==> src/rtl/dcpid_pkg.sv <==
// ----------------------------------------------------------------------------
// dcpid_pkg: shared types and constants of the two-channel PID speed loop
// Register indexes, widths and saturation limits.
// ----------------------------------------------------------------------------
package dcpid_pkg;
    localparam int W_ERR   = 40;
    localparam int W_INT   = 48;
    localparam int W_ACC   = 64;
    localparam int W_MUL   = 64;
    localparam logic signed [W_INT-1:0] INT_LIMIT_Q = 48'sd256000;
    localparam logic signed [W_INT-1:0] INT_LOW_Q   = {1'b1, {(W_INT-1){1'b0}}};

    typedef enum logic [2:0] {
        REG_TARGET = 3'd0, REG_INVP = 3'd1,
        REG_KP0 = 3'd2, REG_KI0 = 3'd3, REG_KD0 = 3'd4,
        REG_KP1 = 3'd5, REG_KI1 = 3'd6, REG_KD1 = 3'd7
    } reg_idx_t;

    // request to the bit-serial multiplier
    typedef struct packed {
        logic                    start;
        logic signed [W_MUL-1:0] mcand;
        logic [15:0]             mplier;
        logic                    mplier_signed;
    } mul_req_t;
endpackage

==> src/rtl/dcpid_serial_mul.sv <==
// ----------------------------------------------------------------------------
// dcpid_serial_mul: shift-add multiplier, one multiplier bit per cycle
// 16-bit multiplier (signed or unsigned) times a wide signed multiplicand.
// ----------------------------------------------------------------------------
module dcpid_serial_mul
    import dcpid_pkg::*;
(
    input  logic                    aclk,
    input  logic                    aresetn,
    input  mul_req_t                req,
    output logic                    done,
    output logic signed [W_MUL-1:0] product
);
    logic signed [W_MUL-1:0] acc_reg, mcand_reg;
    logic [15:0] mp_reg;
    logic [4:0]  cnt_reg;
    logic        sgn_reg, busy_reg, done_reg;
    logic signed [W_MUL-1:0] addend;

    // top bit of a signed multiplier has weight -2^15
    always_comb begin
        addend = '0;
        if (mp_reg[0]) addend = (sgn_reg && cnt_reg == 5'd15) ? -mcand_reg : mcand_reg;
    end

    always_ff @(posedge aclk) begin
        done_reg <= 1'b0;
        if (!aresetn) begin
            busy_reg <= 1'b0;
            cnt_reg  <= '0;
        end else if (req.start) begin
            busy_reg  <= 1'b1;
            cnt_reg   <= '0;
            acc_reg   <= '0;
            mcand_reg <= req.mcand;
            mp_reg    <= req.mplier;
            sgn_reg   <= req.mplier_signed;
        end else if (busy_reg) begin
            acc_reg   <= acc_reg + addend;
            mcand_reg <= mcand_reg <<< 1;
            mp_reg    <= mp_reg >> 1;
            cnt_reg   <= cnt_reg + 5'd1;
            if (cnt_reg == 5'd15) begin
                busy_reg <= 1'b0;
                done_reg <= 1'b1;
            end
        end
    end
    assign done    = done_reg;
    assign product = acc_reg;
endmodule

==> src/rtl/dual_channel_pid_speed_loop.sv <==
// ----------------------------------------------------------------------------
// dual_channel_pid_speed_loop: two-channel PID motor speed controller
// Error, P, I and D terms from one shared bit-serial multiplier.
// ----------------------------------------------------------------------------
// Sequencing: five sequential products on the shared serial multiplier, then
//   the sum and output stages.
// One item in flight; s_tready stays low until the output beat is taken.
// Reset: aresetn synchronous low; registers to defaults, integral and
//   previous error of both channels to zero, output empty.
module dual_channel_pid_speed_loop
    import dcpid_pkg::*;
(
    input  logic        aclk,
    input  logic        aresetn,
    input  logic        cfg_we,
    input  logic [2:0]  cfg_index,
    input  logic [15:0] cfg_wdata,
    input  logic        s_tvalid,
    output logic        s_tready,
    input  logic [15:0] s_tdata,    // [15:0] measured_count
    input  logic        s_tuser,    // [0] channel
    output logic        m_tvalid,
    input  logic        m_tready,
    output logic [7:0]  m_tdata,    // [6:0] duty_percent, [7] zero fill
    output logic        m_tuser     // [0] drive_channel
);
    typedef enum logic [7:0] {
        ST_IDLE = 8'b00000001, ST_ERR = 8'b00000010, ST_KI = 8'b00000100,
        ST_KD = 8'b00001000, ST_DI = 8'b00010000, ST_KP = 8'b00100000,
        ST_SUM = 8'b01000000, ST_OUT = 8'b10000000
    } state_t;

    state_t state_reg;
    logic [15:0] target_reg, invp_reg;
    logic [15:0] kp_reg [2], ki_reg [2], kd_reg [2];
    logic signed [W_INT-1:0] integ_reg [2];
    logic signed [W_ERR-1:0] perr_reg [2];
    logic        ch_reg;
    logic signed [W_ERR-1:0] err_reg;
    logic signed [W_INT+1:0] i_sum_reg;
    logic signed [W_ACC-1:0] d_reg, p_reg;
    logic [6:0]  duty_reg;
    logic        m_valid_reg, m_ch_reg;
    mul_req_t    req;
    logic        mdone;
    logic signed [W_MUL-1:0] prod, prod_sh;
    logic signed [W_INT+1:0] integ_new;
    logic signed [W_ACC-1:0] total;

    dcpid_serial_mul u_mul (.aclk, .aresetn, .req, .done(mdone), .product(prod));

    assign prod_sh = prod >>> 8;  // floor to 8 fraction bits

    always_comb begin
        req = '0;
        req.start = 1'b0;
        if (state_reg == ST_IDLE && s_tvalid && s_tready) begin
            req.start  = 1'b1;
            req.mcand  = W_MUL'($signed({1'b0, target_reg}) - $signed({1'b0, s_tdata}));
            req.mplier = invp_reg;
        end else if (mdone) begin
            req.start = (state_reg != ST_KP);
            req.mplier_signed = 1'b1;
            unique case (state_reg)
                ST_ERR: begin
                    // full signed product is the error
                    req.mcand  = prod;
                    req.mplier = ki_reg[ch_reg];
                end
                ST_KI: begin
                    req.mcand  = W_MUL'(err_reg - perr_reg[ch_reg]);
                    req.mplier = kd_reg[ch_reg];
                end
                ST_KD: begin
                    req.mcand  = prod_sh;
                    req.mplier = invp_reg;
                    req.mplier_signed = 1'b0;
                end
                ST_DI: begin
                    req.mcand  = W_MUL'(err_reg);
                    req.mplier = kp_reg[ch_reg];
                end
                default: req.start = 1'b0;
            endcase
        end
    end

    assign integ_new = W_INT'(0) + (W_INT+2)'(integ_reg[ch_reg]) + (W_INT+2)'(prod_sh);
    assign total = W_ACC'(i_sum_reg) + d_reg + p_reg;
    assign s_tready = (state_reg == ST_IDLE) && !m_valid_reg;

    always_ff @(posedge aclk) begin
        if (!aresetn) begin
            state_reg <= ST_IDLE;
            target_reg <= 16'd200;
            invp_reg <= 16'd2560;
            for (int c = 0; c < 2; c++) begin
                kp_reg[c] <= '0; ki_reg[c] <= '0; kd_reg[c] <= '0;
                integ_reg[c] <= '0; perr_reg[c] <= '0;
            end
            m_valid_reg <= 1'b0;
        end else begin
            if (cfg_we) begin
                unique case (reg_idx_t'(cfg_index))
                    REG_TARGET: target_reg <= cfg_wdata;
                    REG_INVP:   invp_reg   <= cfg_wdata;
                    REG_KP0:    kp_reg[0]  <= cfg_wdata;
                    REG_KI0:    ki_reg[0]  <= cfg_wdata;
                    REG_KD0:    kd_reg[0]  <= cfg_wdata;
                    REG_KP1:    kp_reg[1]  <= cfg_wdata;
                    REG_KI1:    ki_reg[1]  <= cfg_wdata;
                    REG_KD1:    kd_reg[1]  <= cfg_wdata;
                    default: ;
                endcase
            end
            if (m_valid_reg && m_tready) m_valid_reg <= 1'b0;
            unique case (state_reg)
                ST_IDLE: if (s_tvalid && s_tready) begin
                    ch_reg <= s_tuser;
                    state_reg <= ST_ERR;
                end
                ST_ERR: if (mdone) begin
                    err_reg <= prod[W_ERR-1:0];
                    state_reg <= ST_KI;
                end
                ST_KI: if (mdone) begin
                    // cap above at the limit, saturate at the low end
                    if (integ_new > (W_INT+2)'(INT_LIMIT_Q))
                        i_sum_reg <= (W_INT+2)'(INT_LIMIT_Q);
                    else if (integ_new < (W_INT+2)'(INT_LOW_Q))
                        i_sum_reg <= (W_INT+2)'(INT_LOW_Q);
                    else i_sum_reg <= integ_new;
                    state_reg <= ST_KD;
                end
                ST_KD: if (mdone) state_reg <= ST_DI;
                ST_DI: if (mdone) begin
                    d_reg <= prod_sh;
                    state_reg <= ST_KP;
                end
                ST_KP: if (mdone) begin
                    p_reg <= prod_sh;
                    state_reg <= ST_SUM;
                end
                ST_SUM: begin
                    integ_reg[ch_reg] <= i_sum_reg[W_INT-1:0];
                    perr_reg[ch_reg] <= err_reg;
                    if (total > W_ACC'(25600)) duty_reg <= 7'd100;
                    else if (total < 0) duty_reg <= 7'd0;
                    else duty_reg <= total[14:8];
                    state_reg <= ST_OUT;
                end
                ST_OUT: begin
                    m_valid_reg <= 1'b1;
                    m_ch_reg <= ch_reg;
                    state_reg <= ST_IDLE;
                end
                default: state_reg <= ST_IDLE;
            endcase
        end
    end

    assign m_tvalid = m_valid_reg;
    assign m_tdata  = {1'b0, duty_reg};
    assign m_tuser  = m_ch_reg;

`ifndef NO_ASSERTIONS
    a_no_accept_busy: assert property (@(posedge aclk) disable iff (!aresetn)
        (state_reg != ST_IDLE) |-> !s_tready) else $error("accept while busy");
    a_duty_range: assert property (@(posedge aclk) disable iff (!aresetn)
        m_tvalid |-> (m_tdata[6:0] <= 7'd100)) else $error("duty out of range");
    a_integ_cap: assert property (@(posedge aclk) disable iff (!aresetn)
        (state_reg == ST_KD) |-> (i_sum_reg <= (W_INT+2)'(INT_LIMIT_Q)))
        else $error("integral above cap");
`endif
endmodule
==> config.mk <==
export PLATFORM = sky130hd
export DESIGN_NAME = dual_channel_pid_speed_loop
export DESIGN_NICKNAME = d
export VERILOG_FILES = /design/src/rtl/dcpid_pkg.sv /design/src/rtl/dcpid_serial_mul.sv /design/src/rtl/dual_channel_pid_speed_loop.sv
export SDC_FILE = /design/constraint.sdc
export NUM_CORES = 2
export LEC_CHECK = 0
export BUFFER_PORTS_ARGS = -buffer_cell sky130_fd_sc_hd__buf_2
export CAP_MARGIN = 20
export CORE_UTILIZATION = 32
export CTS_CLUSTER_SIZE = 10
export DETAILED_ROUTE_END_ITERATION = 8
export PLACE_DENSITY = 0.47
export SYNTH_ARGS = -nofsm -noshare
export SYNTH_HDL_FRONTEND = slang
export SYNTH_HIERARCHICAL = 1
export SYNTH_SLANG_ARGS = --single-unit
==> constraint.sdc <==
create_clock -name aclk -period 19.3 [get_ports aclk]
set_input_delay 1.93 -clock aclk [delete_from_list [all_inputs] [get_ports aclk]]
set_output_delay 1.93 -clock aclk [all_outputs]
set_load 0.01 [all_outputs]
==> flow_summary.json <==
{
  "slowest_delay_ns": 0.87,
  "p_leak_uw": 0.0183,
  "pwr-share-comb_pct": 39.6,
  "p_per_area_mw_per_mm2": 122,
  "finalPower_uw": 6000,
  "required_ns": 19.71,
  "dieArea_mm2": 0.140,
  "critPathCaptureType": "flip-flop",
  "postCtsSetupBuffers": 0,
  "synthTopCellsByArea": "edfxtp_1 43%, ha_1 6.5%, mux2_2 3.4%, a21oi_1 3.4%, and2_1 3.1%",
  "worstSkewPairLatency_ns": 0.72,
  "criticalPathCategory": "flip-flop to flip-flop",
  "place_congestion": 0.934,
  "postPlaceCellArea_mm2": 0.0465,
  "worst_slew_pin_slew_ns": 1.13,
  "fp.dieW_um": 374,
  "grt_pass1_vias": 32800,
  "hold_viol": 0,
  "synth.area.mux_share_pct": 4.61,
  "cts_hold_buf": 0,
  "max_cap_viol_count": 0,
  "final_cell_area_mm2": 0.0492,
  "htreeDepth": 3,
  "cts_buffers": 86,
  "synth.top_cells.by_count": "628 x edfxtp_1, 352 x nand2_1, 296 x a21oi_1, 252 x nor2_1, 228 x ha_1",
  "ys_async_sr_fraction_pct": 0,
  "p_sw_uw": 2340,
  "relSlewSlack_pct": 23.8,
  "cp-start-kind": "flip-flop",
  "setup_violations": 0,
  "ctsLongestPathBuffers": 3,
  "drive_above_1_share_pct": 10.7,
  "synth_top_family_by_area": "compound AO/OA/AOI/OAI gates",
  "num_vias": 33600,
  "hpwl_um": 108000,
  "synth-seq-cells": 677,
  "avgViaCountPerCell": 5.53,
  "wl_met2_um": 62200,
  "status": "completed",
  "synth-edff-count": 628,
  "timing.fmax_mhz": 154,
  "pre_cts_ws_ns": 12.84,
  "core-area_mm2": 0.136,
  "grt_pass1_wl_um": 217000,
  "avgRoutedWirePerCell_um": 24.0,
  "drt_iter0_drc": 2950,
  "dr_wl_met3_um": 6470,
  "routed_wl_um": 146000,
  "largest_reg_flops": 96,
  "start_util_pct": 32.4,
  "final_max_slew_viol_count": 0,
  "clk_pin_slew_ns": 0.06,
  "finalCritPeriodShare_pct": 33.5,
  "synth_compound_area_share_pct": 17.8,
  "finalWorstSetupSlack_ns": 12.83,
  "synth_fa_ha_area_share_pct": 9.22,
  "synthCells": 4250,
  "syn_area_mm2": 0.0442,
  "finalSetupTns_ns": 0,
  "synthFlopType": "edfxtp_1",
  "clk_root_buffer_cell": "clkbuf_16",
  "clkPwrFrac_pct": 26.3,
  "io_pins": 52,
  "n_fill_cell": 13500,
  "hold_path_class": "flip-flop to flip-flop",
  "p_int_uw": 3660,
  "post-route-drc-count": 0,
  "dr.pass1.iters": 6,
  "period_minus_slack_ns": 6.47,
  "critPathMaxFanout": 48,
  "netlist.area_leader.share_pct": 42.7,
  "track_usage_pct": 20.5,
  "cts_sinks": 677,
  "ys_seq_area_share_pct": 44.9,
  "fin_worst_skew_ns": 0.0464,
  "worstPathArrival_ns": 6.88,
  "top_layer": "met4",
  "ant_nets": 0,
  "ys_types": 106,
  "areaGrowthSynthToFinish_pct": 11.4,
  "syn_area_per_cell_um2": 10.4,
  "synth-xor-area-share_pct": 4.54,
  "grt-ovfl-total": 0,
  "grt_start_max_net_pins": 93,
  "cts_resized": 0,
  "cts_tree": "done",
  "cpMaxStageDelayCell": "dfxtp_4",
  "yosys.area_share.simple_pct": 16.0,
  "rsz0062_at_grt": "false",
  "yosysWarnings": 6,
  "rows": 135,
  "io_buffer_count": 50,
  "peakVddDrop_uv": 76.7,
  "syn-num-nets": 4580,
  "wl_met1_um": 72700,
  "antenna_found_initial": 10,
  "nNetsFinal": 4574,
  "die_y_um": 374,
  "crit_chain": "buf_4 -> mux2_2 -> ha_1 -> o21ai_1 -> o21a_1 -> o21ai_2 -> and4_1 -> o21ai_0 -> nand3_1 -> a41oi_1 -> or3_1 -> and2_1 -> inv_1 -> nand3_1 -> ha_1 -> a21oi_1 -> a41oi_4 -> buf_4 -> nor2_1",
  "switching_share_pct": 39.0,
  "yosysTopAreaCell": "edfxtp_1",
  "min_from": "invp_reg[2]",
  "yosysMostFrequentCell": "edfxtp_1",
  "p_seq_share_pct": 34.1
}
## power by group through the flow
| stage | Clock (uW) | Sequential (uW) | Combinational, uW |
|---|---|---|---|
| after floorplan | 0 | 2010 | 1640 |
| after global placement | 0 | 2080 | 2360 |
| after detailed placement | 0 | 2070 | 2350 |
| after CTS | 1620 | 2040 | 2360 |
| after global routing | 1670 | 2060 | 2590 |
| final | 1580 | 2050 | 2380 |
## per-layer routing
metal  track usage [%]  up-vias
li1                  -    16000
met1              30.7    16600
met2              30.4      841
met3              2.23      180
met4              6.53        0
met5                 0        -
## worst paths after layout
kind / endpoint / slack [ns] / cells past startpoint
worst max-delay path: i_sum_reg[26] / 12.83 / 19
worst min-delay path: invp_reg[2] / 0.46 / 2
worst min register to register: invp_reg[2] / 0.46 / 2
worst max register to register: i_sum_reg[26] / 12.83 / 19
## layout make-up
cell class / instances / area, um2 / share of cell area, %
repair buffers: 135 / 892 / 1.81
multi-input cells: 3243 / 23200 / 47.1
clock inverters: 30 / 424 / 0.862
well taps: 1781 / 2230 / 4.53
flip-flops and latches: 677 / 19800 / 40.3
diodes: 4 / 10.0 / 0.0203
inverters: 101 / 379 / 0.770
clock buffers: 115 / 2290 / 4.65
## stage by stage
stage | util, % | instances | hold slack [ns]
2_1_floorplan | - | 4250 | 0.424
3_3_place_gp | 34.1 | 5936 | 0.450
3_5_place_dp | 34.1 | 5936 | 0.456
4_1_cts | 36.1 | 6081 | 0.464
5_1_grt | 36.1 | 6082 | 0.482
6_report | 36.1 | 6086 | 0.460
## layout by cell type, fill, tap and decap left out, types with 27 or more instances in the layout
master | Yosys | layout
mux2i_1 | 54 | 54
fa_1 | 61 | 61
nand4_1 | 70 | 70
buf_4 | 3 | 84
nor3_1 | 81 | 79
or3_1 | 38 | 38
clkbuf_16 | 0 | 86
inv_1 | 101 | 101
nor2_1 | 252 | 250
nand2_1 | 352 | 350
o21a_1 | 45 | 44
dfxtp_1 | 49 | 48
a222oi_1 | 33 | 33
o21bai_1 | 37 | 37
a21boi_0 | 65 | 65
o21ai_0 | 209 | 205
a22oi_1 | 32 | 32
xor2_1 | 91 | 91
a21oi_1 | 296 | 295
xnor2_1 | 138 | 138
and3_1 | 125 | 123
mux2_2 | 133 | 133
buf_2 | 20 | 50
nor2b_1 | 36 | 36
and2_1 | 222 | 222
ha_1 | 228 | 228
a221oi_1 | 27 | 27
nand3_1 | 62 | 61
a21o_1 | 96 | 96
a211oi_1 | 40 | 40
edfxtp_1 | 628 | 628
a31oi_1 | 37 | 37
## logic make-up (layout without fill, tap and decap cells)
family,Yosys count,after routing
and+or+nand+nor,1369,1369
AOI/OAI and AO/OA,1168,1168
DFF,677,677
buffers and inverters,330,381
adders and majority gates,289,289
xor gates and xnor gates,229,229
muxes,187,187
other,1,5
## worst max-delay path: cells and delay by family (launching register included)
| kind | cells | cell delay, ns |
|---|---|---|
| compound gates | 7 | 1.44 |
| fa+ha+maj | 2 | 0.85 |
| buf+inv | 3 | 1.16 |
| flops | 1 | 0.87 |
| mux | 1 | 0.41 |
| simple gates | 6 | 1.31 |
Power figures use the tool's default switching activity.
